`src/rtl/gtrs_pkg.sv`:
```
// ----------------------------------------------------------------------------
// gtrs_pkg
// types, character codes and bit positions for the gamepad report scanner
// ----------------------------------------------------------------------------
package gtrs_pkg;

	// window geometry
	localparam int WIN_DEPTH = 13;
	localparam int LOOK_DEPTH = WIN_DEPTH + 1;
	localparam int FILL_W = 4;
	localparam int NUM_FLAGS = 18;
	localparam int NUM_AXES = 6;
	localparam int VAL_W = 11;

	// flag bit positions
	localparam int B_LH = 0;
	localparam int B_RH = 1;
	localparam int B_L2 = 2;
	localparam int B_R2 = 3;
	localparam int B_TRI = 4;
	localparam int B_CIR = 5;
	localparam int B_CRO = 6;
	localparam int B_SQU = 7;
	localparam int B_UP = 8;
	localparam int B_RIGHT = 9;
	localparam int B_DOWN = 10;
	localparam int B_LEFT = 11;
	localparam int B_L1 = 12;
	localparam int B_L3 = 13;
	localparam int B_R1 = 14;
	localparam int B_R3 = 15;
	localparam int B_SHARE = 16;
	localparam int B_OPTIONS = 17;

	// analog value slots
	localparam int AX_LX = 0;
	localparam int AX_LY = 1;
	localparam int AX_RX = 2;
	localparam int AX_RY = 3;
	localparam int AX_LA = 4;
	localparam int AX_RA = 5;

	// ascii codes of the key letters
	localparam logic [7:0] CH_NUL = 8'h00;
	localparam logic [7:0] CH_1 = 8'h31;
	localparam logic [7:0] CH_2 = 8'h32;
	localparam logic [7:0] CH_3 = 8'h33;
	localparam logic [7:0] CH_C = 8'h43;
	localparam logic [7:0] CH_D = 8'h44;
	localparam logic [7:0] CH_E = 8'h45;
	localparam logic [7:0] CH_F = 8'h46;
	localparam logic [7:0] CH_G = 8'h47;
	localparam logic [7:0] CH_H = 8'h48;
	localparam logic [7:0] CH_I = 8'h49;
	localparam logic [7:0] CH_L = 8'h4C;
	localparam logic [7:0] CH_O = 8'h4F;
	localparam logic [7:0] CH_P = 8'h50;
	localparam logic [7:0] CH_Q = 8'h51;
	localparam logic [7:0] CH_R = 8'h52;
	localparam logic [7:0] CH_S = 8'h53;
	localparam logic [7:0] CH_T = 8'h54;
	localparam logic [7:0] CH_U = 8'h55;
	localparam logic [7:0] CH_X = 8'h58;
	localparam logic [7:0] CH_Y = 8'h59;
	localparam logic [7:0] CH_E_LC = 8'h65;
	localparam logic [7:0] CH_I_LC = 8'h69;

	// decimal weights of the hundreds and tens digits
	localparam logic [VAL_W-1:0] WEIGHT_HUNDREDS = 11'd100;
	localparam logic [VAL_W-1:0] WEIGHT_TENS = 11'd10;

	// character window: byte 0 is the position judged, the rest lookahead
	typedef logic [WIN_DEPTH-1:0][7:0] win_t;
	typedef logic [LOOK_DEPTH-1:0][7:0] look_t;

	// what one judged position contributes
	typedef struct packed {
		logic [NUM_FLAGS-1:0] flags;
		logic [NUM_AXES-1:0] axis_we;
		logic [VAL_W-1:0] value;
	} judge_t;

	// sequencer states
	typedef enum logic [1:0] {
		ST_IDLE,
		ST_FLUSH,
		ST_EMIT
	} state_t;

endpackage

```
`src/rtl/gamepad_text_report_scanner_unit.sv`:
```
// ----------------------------------------------------------------------------
// gamepad_text_report_scanner_unit
// scans an ascii gamepad report one character at a time and emits button
// held/rise/fall masks and analog values at the end of each report
// ----------------------------------------------------------------------------
//  channel   dir   transaction                     tdata / tuser / tlast
//  s_*       in    one report character            tdata[7:0] character, tlast last
//  m_*       out   one report summary              tdata[119:0] masks and values
//
//  one character per cycle while the report runs; the 13-byte window plus the
//  incoming character feeds the single judge unit once per character once full.
//  the last character starts a flush that judges each window entry still
//  pending (1 to 13) through the same judge unit, then loads the result.
//  s_tready is low during flush and while a finished result waits for a free
//  output register; the output register lets the next report start meanwhile.
//  reset clears the window, the fill count, the masks and the analog values.
// ----------------------------------------------------------------------------
module gamepad_text_report_scanner_unit (
	input  logic         clk,
	input  logic         arst_n,
	input  logic         s_tvalid,
	output logic         s_tready,
	input  logic [7:0]   s_tdata,   // [7:0] character
	input  logic         s_tlast,   // last
	output logic         m_tvalid,
	input  logic         m_tready,
	// [17:0] held_mask, [35:18] rise_mask, [53:36] fall_mask, [64:54] left_x,
	// [75:65] left_y, [86:76] right_x, [97:87] right_y, [108:98] left_trigger,
	// [119:109] right_trigger
	output logic [119:0] m_tdata
);

	gtrs_pkg::state_t state_q;
	gtrs_pkg::state_t state_d;

	gtrs_pkg::win_t win_q;
	logic [gtrs_pkg::FILL_W-1:0] fill_q;
	logic [gtrs_pkg::NUM_FLAGS-1:0] flags_bld_q;
	logic [gtrs_pkg::NUM_FLAGS-1:0] flags_prev_q;
	logic [gtrs_pkg::NUM_AXES-1:0][gtrs_pkg::VAL_W-1:0] axis_q;
	logic m_tvalid_q;
	logic [119:0] m_tdata_q;

	logic s_acc;
	logic win_full;
	logic judge_en;
	logic flush_step;
	logic load_out;
	logic [7:0] tail_char;
	gtrs_pkg::look_t look;
	gtrs_pkg::judge_t jres;
	logic [gtrs_pkg::NUM_FLAGS-1:0] held;

	assign win_full = (fill_q == gtrs_pkg::FILL_W'(gtrs_pkg::WIN_DEPTH));
	assign s_acc = s_tvalid && s_tready;

	// sequencer state register
	always_ff @(posedge clk or negedge arst_n) begin
		if (!arst_n) begin
			state_q <= gtrs_pkg::ST_IDLE;
		end else begin
			state_q <= state_d;
		end
	end

	// next state and step controls
	always_comb begin
		state_d = state_q;
		s_tready = 1'b0;
		flush_step = 1'b0;
		load_out = 1'b0;
		case (state_q)
			gtrs_pkg::ST_IDLE: begin
				s_tready = 1'b1;
				if (s_tvalid && s_tlast) state_d = gtrs_pkg::ST_FLUSH;
			end
			gtrs_pkg::ST_FLUSH: begin
				flush_step = 1'b1;
				if (fill_q == gtrs_pkg::FILL_W'(1)) state_d = gtrs_pkg::ST_EMIT;
			end
			gtrs_pkg::ST_EMIT: begin
				if (!m_tvalid_q || m_tready) begin
					load_out = 1'b1;
					state_d = gtrs_pkg::ST_IDLE;
				end
			end
			default: state_d = gtrs_pkg::ST_IDLE;
		endcase
	end

	// lookahead: window plus the incoming character, or nul while flushing
	assign tail_char = flush_step ? gtrs_pkg::CH_NUL : s_tdata;
	assign look = {tail_char, win_q};
	assign judge_en = flush_step || (s_acc && win_full);

	gtrs_judge u_judge (
		.look (look),
		.res  (jres)
	);

	// character window and fill count
	always_ff @(posedge clk or negedge arst_n) begin
		if (!arst_n) begin
			win_q <= '0;
			fill_q <= '0;
		end else if (flush_step) begin
			win_q <= {gtrs_pkg::CH_NUL, win_q[gtrs_pkg::WIN_DEPTH-1:1]};
			fill_q <= fill_q - gtrs_pkg::FILL_W'(1);
		end else if (s_acc) begin
			if (win_full) begin
				win_q <= {s_tdata, win_q[gtrs_pkg::WIN_DEPTH-1:1]};
			end else begin
				win_q[fill_q] <= s_tdata;
				fill_q <= fill_q + gtrs_pkg::FILL_W'(1);
			end
		end
	end

	// flags of the current and previous report
	always_ff @(posedge clk or negedge arst_n) begin
		if (!arst_n) begin
			flags_bld_q <= '0;
			flags_prev_q <= '0;
		end else if (load_out) begin
			flags_prev_q <= flags_bld_q;
			flags_bld_q <= '0;
		end else if (judge_en) begin
			flags_bld_q <= flags_bld_q | jres.flags;
		end
	end

	// analog values, kept across reports
	always_ff @(posedge clk or negedge arst_n) begin
		if (!arst_n) begin
			axis_q <= '0;
		end else if (judge_en) begin
			for (int i = 0; i < gtrs_pkg::NUM_AXES; i++) begin
				if (jres.axis_we[i]) axis_q[i] <= jres.value;
			end
		end
	end

	assign held = flags_bld_q;

	// output register valid
	always_ff @(posedge clk or negedge arst_n) begin
		if (!arst_n) begin
			m_tvalid_q <= 1'b0;
		end else if (load_out) begin
			m_tvalid_q <= 1'b1;
		end else if (m_tready) begin
			m_tvalid_q <= 1'b0;
		end
	end

	// output register payload
	always_ff @(posedge clk) begin
		if (load_out) begin
			m_tdata_q <= {axis_q[gtrs_pkg::AX_RA], axis_q[gtrs_pkg::AX_LA],
				axis_q[gtrs_pkg::AX_RY], axis_q[gtrs_pkg::AX_RX],
				axis_q[gtrs_pkg::AX_LY], axis_q[gtrs_pkg::AX_LX],
				flags_prev_q & ~held, held & ~flags_prev_q, held};
		end
	end

	assign m_tvalid = m_tvalid_q;
	assign m_tdata = m_tdata_q;

endmodule

```
`src/rtl/gtrs_judge.sv`:
```
// ----------------------------------------------------------------------------
// gtrs_judge
// key decoder and three-digit evaluator, shared by every window position
// ----------------------------------------------------------------------------
module gtrs_judge (
	input  gtrs_pkg::look_t  look,
	output gtrs_pkg::judge_t res
);

	logic [gtrs_pkg::NUM_FLAGS-1:0] flags;
	logic [gtrs_pkg::NUM_AXES-1:0] axis_we;
	logic [3:0] dig_h;
	logic [3:0] dig_t;
	logic [3:0] dig_o;

	// key decode and digit selection
	always_comb begin
		flags = '0;
		axis_we = '0;
		dig_h = '0;
		dig_t = '0;
		dig_o = '0;
		case (look[0])
			gtrs_pkg::CH_L: begin
				case (look[1])
					gtrs_pkg::CH_1: flags[gtrs_pkg::B_L1] = 1'b1;
					gtrs_pkg::CH_2: begin
						flags[gtrs_pkg::B_L2] = 1'b1;
						axis_we[gtrs_pkg::AX_LA] = 1'b1;
						dig_h = look[4][3:0];
						dig_t = look[5][3:0];
						dig_o = look[6][3:0];
					end
					gtrs_pkg::CH_3: flags[gtrs_pkg::B_L3] = 1'b1;
					gtrs_pkg::CH_E_LC: begin
						dig_h = look[10][3:0];
						dig_t = look[11][3:0];
						dig_o = look[12][3:0];
						if (look[7] == gtrs_pkg::CH_X) begin
							axis_we[gtrs_pkg::AX_LX] = 1'b1;
							flags[gtrs_pkg::B_LH] = 1'b1;
						end else if (look[7] == gtrs_pkg::CH_Y) begin
							axis_we[gtrs_pkg::AX_LY] = 1'b1;
							flags[gtrs_pkg::B_LH] = 1'b1;
						end
					end
					gtrs_pkg::CH_E: begin
						if (look[2] == gtrs_pkg::CH_F) flags[gtrs_pkg::B_LEFT] = 1'b1;
					end
					default: ;
				endcase
			end
			gtrs_pkg::CH_R: begin
				case (look[1])
					gtrs_pkg::CH_1: flags[gtrs_pkg::B_R1] = 1'b1;
					gtrs_pkg::CH_2: begin
						flags[gtrs_pkg::B_R2] = 1'b1;
						axis_we[gtrs_pkg::AX_RA] = 1'b1;
						dig_h = look[4][3:0];
						dig_t = look[5][3:0];
						dig_o = look[6][3:0];
					end
					gtrs_pkg::CH_3: flags[gtrs_pkg::B_R3] = 1'b1;
					gtrs_pkg::CH_I_LC: begin
						dig_h = look[11][3:0];
						dig_t = look[12][3:0];
						dig_o = look[13][3:0];
						if (look[8] == gtrs_pkg::CH_X) begin
							axis_we[gtrs_pkg::AX_RX] = 1'b1;
							flags[gtrs_pkg::B_RH] = 1'b1;
						end else if (look[8] == gtrs_pkg::CH_Y) begin
							axis_we[gtrs_pkg::AX_RY] = 1'b1;
							flags[gtrs_pkg::B_RH] = 1'b1;
						end
					end
					gtrs_pkg::CH_I: begin
						if (look[2] == gtrs_pkg::CH_G) flags[gtrs_pkg::B_RIGHT] = 1'b1;
					end
					default: ;
				endcase
			end
			gtrs_pkg::CH_U: begin
				if (look[1] == gtrs_pkg::CH_P) flags[gtrs_pkg::B_UP] = 1'b1;
			end
			gtrs_pkg::CH_D: begin
				if (look[1] == gtrs_pkg::CH_O) flags[gtrs_pkg::B_DOWN] = 1'b1;
			end
			gtrs_pkg::CH_T: begin
				if (look[1] == gtrs_pkg::CH_R) flags[gtrs_pkg::B_TRI] = 1'b1;
			end
			gtrs_pkg::CH_C: begin
				if (look[1] == gtrs_pkg::CH_R) flags[gtrs_pkg::B_CRO] = 1'b1;
				else if (look[1] == gtrs_pkg::CH_I) flags[gtrs_pkg::B_CIR] = 1'b1;
			end
			gtrs_pkg::CH_S: begin
				if (look[1] == gtrs_pkg::CH_Q) flags[gtrs_pkg::B_SQU] = 1'b1;
				else if (look[1] == gtrs_pkg::CH_H) flags[gtrs_pkg::B_SHARE] = 1'b1;
			end
			gtrs_pkg::CH_O: begin
				if (look[1] == gtrs_pkg::CH_P) flags[gtrs_pkg::B_OPTIONS] = 1'b1;
			end
			default: ;
		endcase
	end

	// low nibbles weighted 100, 10, 1
	assign res.flags = flags;
	assign res.axis_we = axis_we;
	assign res.value = gtrs_pkg::VAL_W'(dig_h) * gtrs_pkg::WEIGHT_HUNDREDS
		+ gtrs_pkg::VAL_W'(dig_t) * gtrs_pkg::WEIGHT_TENS
		+ gtrs_pkg::VAL_W'(dig_o);

endmodule

```
`config.mk`:
```
export PLATFORM = sky130hd
export DESIGN_NAME = gamepad_text_report_scanner_unit
export DESIGN_NICKNAME = d
export VERILOG_FILES = /design/src/rtl/gtrs_pkg.sv /design/src/rtl/gamepad_text_report_scanner_unit.sv /design/src/rtl/gtrs_judge.sv
export SDC_FILE = /design/constraint.sdc
export NUM_CORES = 1
export LEC_CHECK = 0
export BUFFER_PORTS_ARGS = -buffer_cell sky130_fd_sc_hd__buf_2
export CAP_MARGIN = 5
export CORE_MARGIN = 2
export CORE_UTILIZATION = 35
export DETAILED_ROUTE_END_ITERATION = 6
export PLACE_DENSITY_LB_ADDON = 0.3
export SYNTH_ARGS = -nofsm -noshare
export SYNTH_HDL_FRONTEND = slang
export SYNTH_HIERARCHICAL = 1
export SYNTH_SLANG_ARGS = --single-unit
export TNS_END_PERCENT = 100
```
`constraint.sdc`:
```
create_clock -name clk -period 5.05 [get_ports clk]
set_clock_uncertainty 0.2 [all_clocks]
set_input_delay 0.2525 -clock clk [delete_from_list [all_inputs] [get_ports clk]]
set_output_delay 0.2525 -clock clk [all_outputs]
set_load 0.05 [all_outputs]
```
# Word level (Yosys, flattened, before mapping)
# Cells that the tools add are included.
# word_totals
ff_bits	333
output_inout_bits	122
# classes
add_sub_neg	4
mul	2
magnitude_cmp	2
eq_ne	34
n_mux	74
bitwise	5
reduce_logical	19
# ops
op	n
104-bit two-way mux	3
8-bit by 7-bit == test with 1-bit output (second input constant)	23
104-bit bitwise mux	1
4-bit case mux with 2 select lines	9
1-bit two-way mux	42
18-bit bitwise AND	2
18-bit two-way mux	2
18-bit inverter	2
8-bit demux with 4-bit select	1
8-bit by 6-bit == test with 1-bit output (second input constant)	3
2-bit two-way mux	9
18-bit OR	1
4-bit two-way mux	4
2-bit AND reduction	7
11-bit by 4-bit adder with 11-bit output	1
11-bit by 8-bit adder with 11-bit output	1
4-bit by 5-bit multiplier with 9-bit output (second input constant)	1
8-bit two-way mux	1
4-bit by 3-bit multiplier with 7-bit output (second input constant)	1
2-bit inequality test (second input constant)	3
2-bit case mux with 3 select lines	1
2-bit nonzero test	3
4-bit by 5-bit < comparator with 1-bit output (second input constant)	1
4-bit by 1-bit adder with 4-bit output (second input constant)	1
13 further kinds	17

# Longest topological paths before layout
# depth
word_depth	8
ltp_mapped	20

# Modules after synthesis
# Netlist, hierarchy kept.
# modules_own_cells
module	n_inst	cells_per_inst	area_each_um2	seq_area_each_um2
gamepad_text_report_scanner_unit	1	833	12827.3	8933.6
gtrs_judge	1	179	1353.8	0.0

# Least setup slack after synthesis
# Ideal clock, no wire load.
# synth_path
path_kind	register to register
from	register win_q (netlist bit look[5])
to	register axis_q[19] in the netlist's numbering
arrival_time_ps	4380
path_slack_ps	345
stages_incl_launch_ff	21
path_buffers	2
synth_period_minus_slack_ps	4705
path_cell_list	dfrtp_1 or4b_4 or4_4 buf_6 a21oi_2 buf_6 a222oi_1 inv_1 ha_1 ha_1 inv_1 fa_1 inv_1 ha_1 ha_1 o21ai_0 nor2_1 o21a_1 nor2_1 xnor2_1 mux2_2
# synth_lines
element	line	rtl
from (decl)	gamepad_text_report_scanner_unit.sv:36	gtrs_pkg::win_t win_q;
from (signal assigned)	gamepad_text_report_scanner_unit.sv:107	win_q <= {gtrs_pkg::CH_NUL, win_q[gtrs_pkg::WIN_DEPTH-1:1]};
from (signal assigned)	gamepad_text_report_scanner_unit.sv:111	win_q <= {s_tdata, win_q[gtrs_pkg::WIN_DEPTH-1:1]};
from (signal, indexed assignment)	gamepad_text_report_scanner_unit.sv:113	win_q[fill_q] <= s_tdata;
to (signal, indexed assignment)	gamepad_text_report_scanner_unit.sv:138	if (jres.axis_we[i]) axis_q[i] <= jres.value;
to (decl)	gamepad_text_report_scanner_unit.sv:40	logic [gtrs_pkg::NUM_AXES-1:0][gtrs_pkg::VAL_W-1:0] axis_q;

==> impl_metrics.env <==
export IMPL_viasPerCell=5.22
export IMPL_drv_slew=0
export IMPL_setup_slack_ps=184
export IMPL_p_total_mw=8.28
export IMPL_syn_area_sq_um=14200
export IMPL_grt_pass1_wl_um=50800
export IMPL_fp_dieArea_sq_um=42100
export IMPL_worst_setup_path_type="register to register"
export IMPL_cts_root_buf="clkbuf_16"
export IMPL_cp_arrival_ps=5080
export IMPL_cts_inserted_buffers=38
export IMPL_die_w_um=205
export IMPL_ys_warn_count=6
export IMPL_place_ws_ps=-129
export IMPL_status="complete, but fails checks"
export IMPL_avgSynthCellArea_sq_um=14.0
export IMPL_powerDensity_nw_per_um2=489
export IMPL_antenna_found_initial=1
export IMPL_routabilityCongestion=0.829
export IMPL_crit_path_end_kind="register"
export IMPL_grt_overflow_total=0
export IMPL_rows=73
export IMPL_drt_wl_total_um=32200
export IMPL_max_freq_mhz=206
export IMPL_stdcell_area_sq_um=16900
export IMPL_initial_core_util_pct=35.5
export IMPL_cts_sinks=333
export IMPL_dp_hpwl_um=21400
export IMPL_slew_headroom_pct=25.1
export IMPL_area_growth_pct=19.6
export IMPL_placedInstanceArea_sq_um=15400
export IMPL_setup_viol=0
export IMPL_postRouteAntennaNets=0
export IMPL_min_path_type="register to register"
export IMPL_clockBufferDepth=3
export IMPL_grt_max_degree=116
export IMPL_dr_pass1_iters=7
export IMPL_path_clk_slew_ps=60
export IMPL_worstMarginPinSlew_ps=1120
export IMPL_required_ps=5270
export IMPL_worst_hold_slack_ps=242
export IMPL_detail_route_wl_per_cell_um=18.6
export IMPL_htreeDepth=2
export IMPL_leakagePower_nw=7.47
export IMPL_grt_pass1_vias=8749
export IMPL_cts_tree="built"
export IMPL_die_h_um=205
export IMPL_setup_tns_ps=0
export IMPL_antenna_cells=0
export IMPL_num_vias=9018
export IMPL_worstPathMaxFanout=8
export IMPL_numPortBuffers=134
export IMPL_finalCritPeriodShare_pct=96.3
export IMPL_remaining_drc_errors=1
export IMPL_clk_latency_ps=540
export IMPL_max_cap_viol_count=0
export IMPL_fin_crit_ps=4870
export IMPL_start_kind="register"
export IMPL_hold_viol=0
export IMPL_core_area_sq_um=39800
export IMPL_ir_drop_uv=295
export IMPL_drt_initial_drc_count=607
export IMPL_violations="DRC"
export IMPL_io_pins=135
export IMPL_synthCells=1008
export IMPL_nets=1223
export IMPL_grt_use_total_pct=15.4
export IMPL_drive_above_1_share_pct=29.4
export IMPL_synth_nets=1057
==> routing by layer <==
metal  vias up  global-route usage (%)  wire length [um]  share of wire (%)
met4         2                    4.57               702                2.2
met3        53                    2.51              1570                4.9
met1      4575                    22.5             15100                 47
li1       4159                       -                 -                  -
met2       229                    23.6             14800                 46
met5         -                       0                16              0.050
==> layout by cell type, fill, tap and decap left out, types with 5 or more instances in the layout <==
master	count
a21boi_1	6
a21oi_1	6
a221o_1	64
a222oi_1	11
a22o_1	34
a22oi_1	24
and2_1	14
buf_2	133
buf_4	24
clkbuf_16	38
clkbuf_8	7
clkinv_1	5
clkinv_2	7
dfrtp_1	213
dlygate4sd3_1	13
edfxtp_1	120
ha_1	26
inv_1	27
mux2_2	80
mux2_4	11
nand2_1	24
nand2b_1	16
nand3_1	9
nand4b_1	7
nor2_1	83
nor2b_1	42
nor3_1	12
o21ai_0	5
o21ai_1	9
o2bb2ai_1	24
xnor2_2	5
==> timing repair <==
item	in CTS	in global routing
setup buffers	0	9
pin swaps	0	12
setup endpoints to repair	24	24
hold endpoints to repair	144	0
resized for setup	2	20
hold buffers	13	0
==> final cells by class <==
class	count	area [sq um]
clock buffer	47	1040
inverter	29	111
sequential	333	8930
multi-input combinational	599	4960
clock inverter	23	196
tap	525	657
fill	3689	22900
timing repair buffer	173	1030
==> critical path, stage by stage (launching register included) <==
cell and delay, ps:
dfrtp_1 380, or4b_4 540, or4_4 600, a21oi_4 250, a222oi_1 160, inv_1 110
ha_1 160, ha_2 180, inv_1 50, fa_2 350, xnor2_2 140, ha_1 310
ha_4 290, o21ai_0 70, nor2_1 210, nor2b_1 100, nor3_2 240, xnor2_2 150
mux2_2 280
==> where the power goes <==
part / switching [mW] / internal, mW / leakage (nW)
Sequential: 0.400 / 3.18 / 3.99
Clock: 1.12 / 1.59 / 0.608
Combinational: 1.27 / 0.711 / 2.87
==> path summary, 6_finish.rpt <==
kind                            depth (start not counted)       start                to  slack [ps]
worst max-delay path                                   18     look[4]        axis_q[10]         180
worst max register to register                         18     look[4]        axis_q[10]         180
max in group asynchronous                               3      arst_n  flags_prev_q[10]        3250
worst min register to register                          0  axis_q[36]       m_tdata[90]         240
worst min-delay path                                    0  axis_q[36]       m_tdata[90]         240
min in group asynchronous                               2      arst_n        axis_q[35]         270
==> stage by stage <==
stage               std cells  utilization, %
global placement         1637            38.6
finish                   1729            42.5
detailed placement       1637            38.6
floorplan                1008               -
global route             1729            42.5
CTS                      1720            42.1
==> registers in the layout, indices dropped and copies added, names as in the netlist <==
signal and flops:
axis_q 66, state_q 2, fill_q 4, m_tvalid 1
flags_prev_q 18, m_tdata 120, look 104, flags_bld_q 18
No activity file was read; power rests on OpenSTA's default activity.
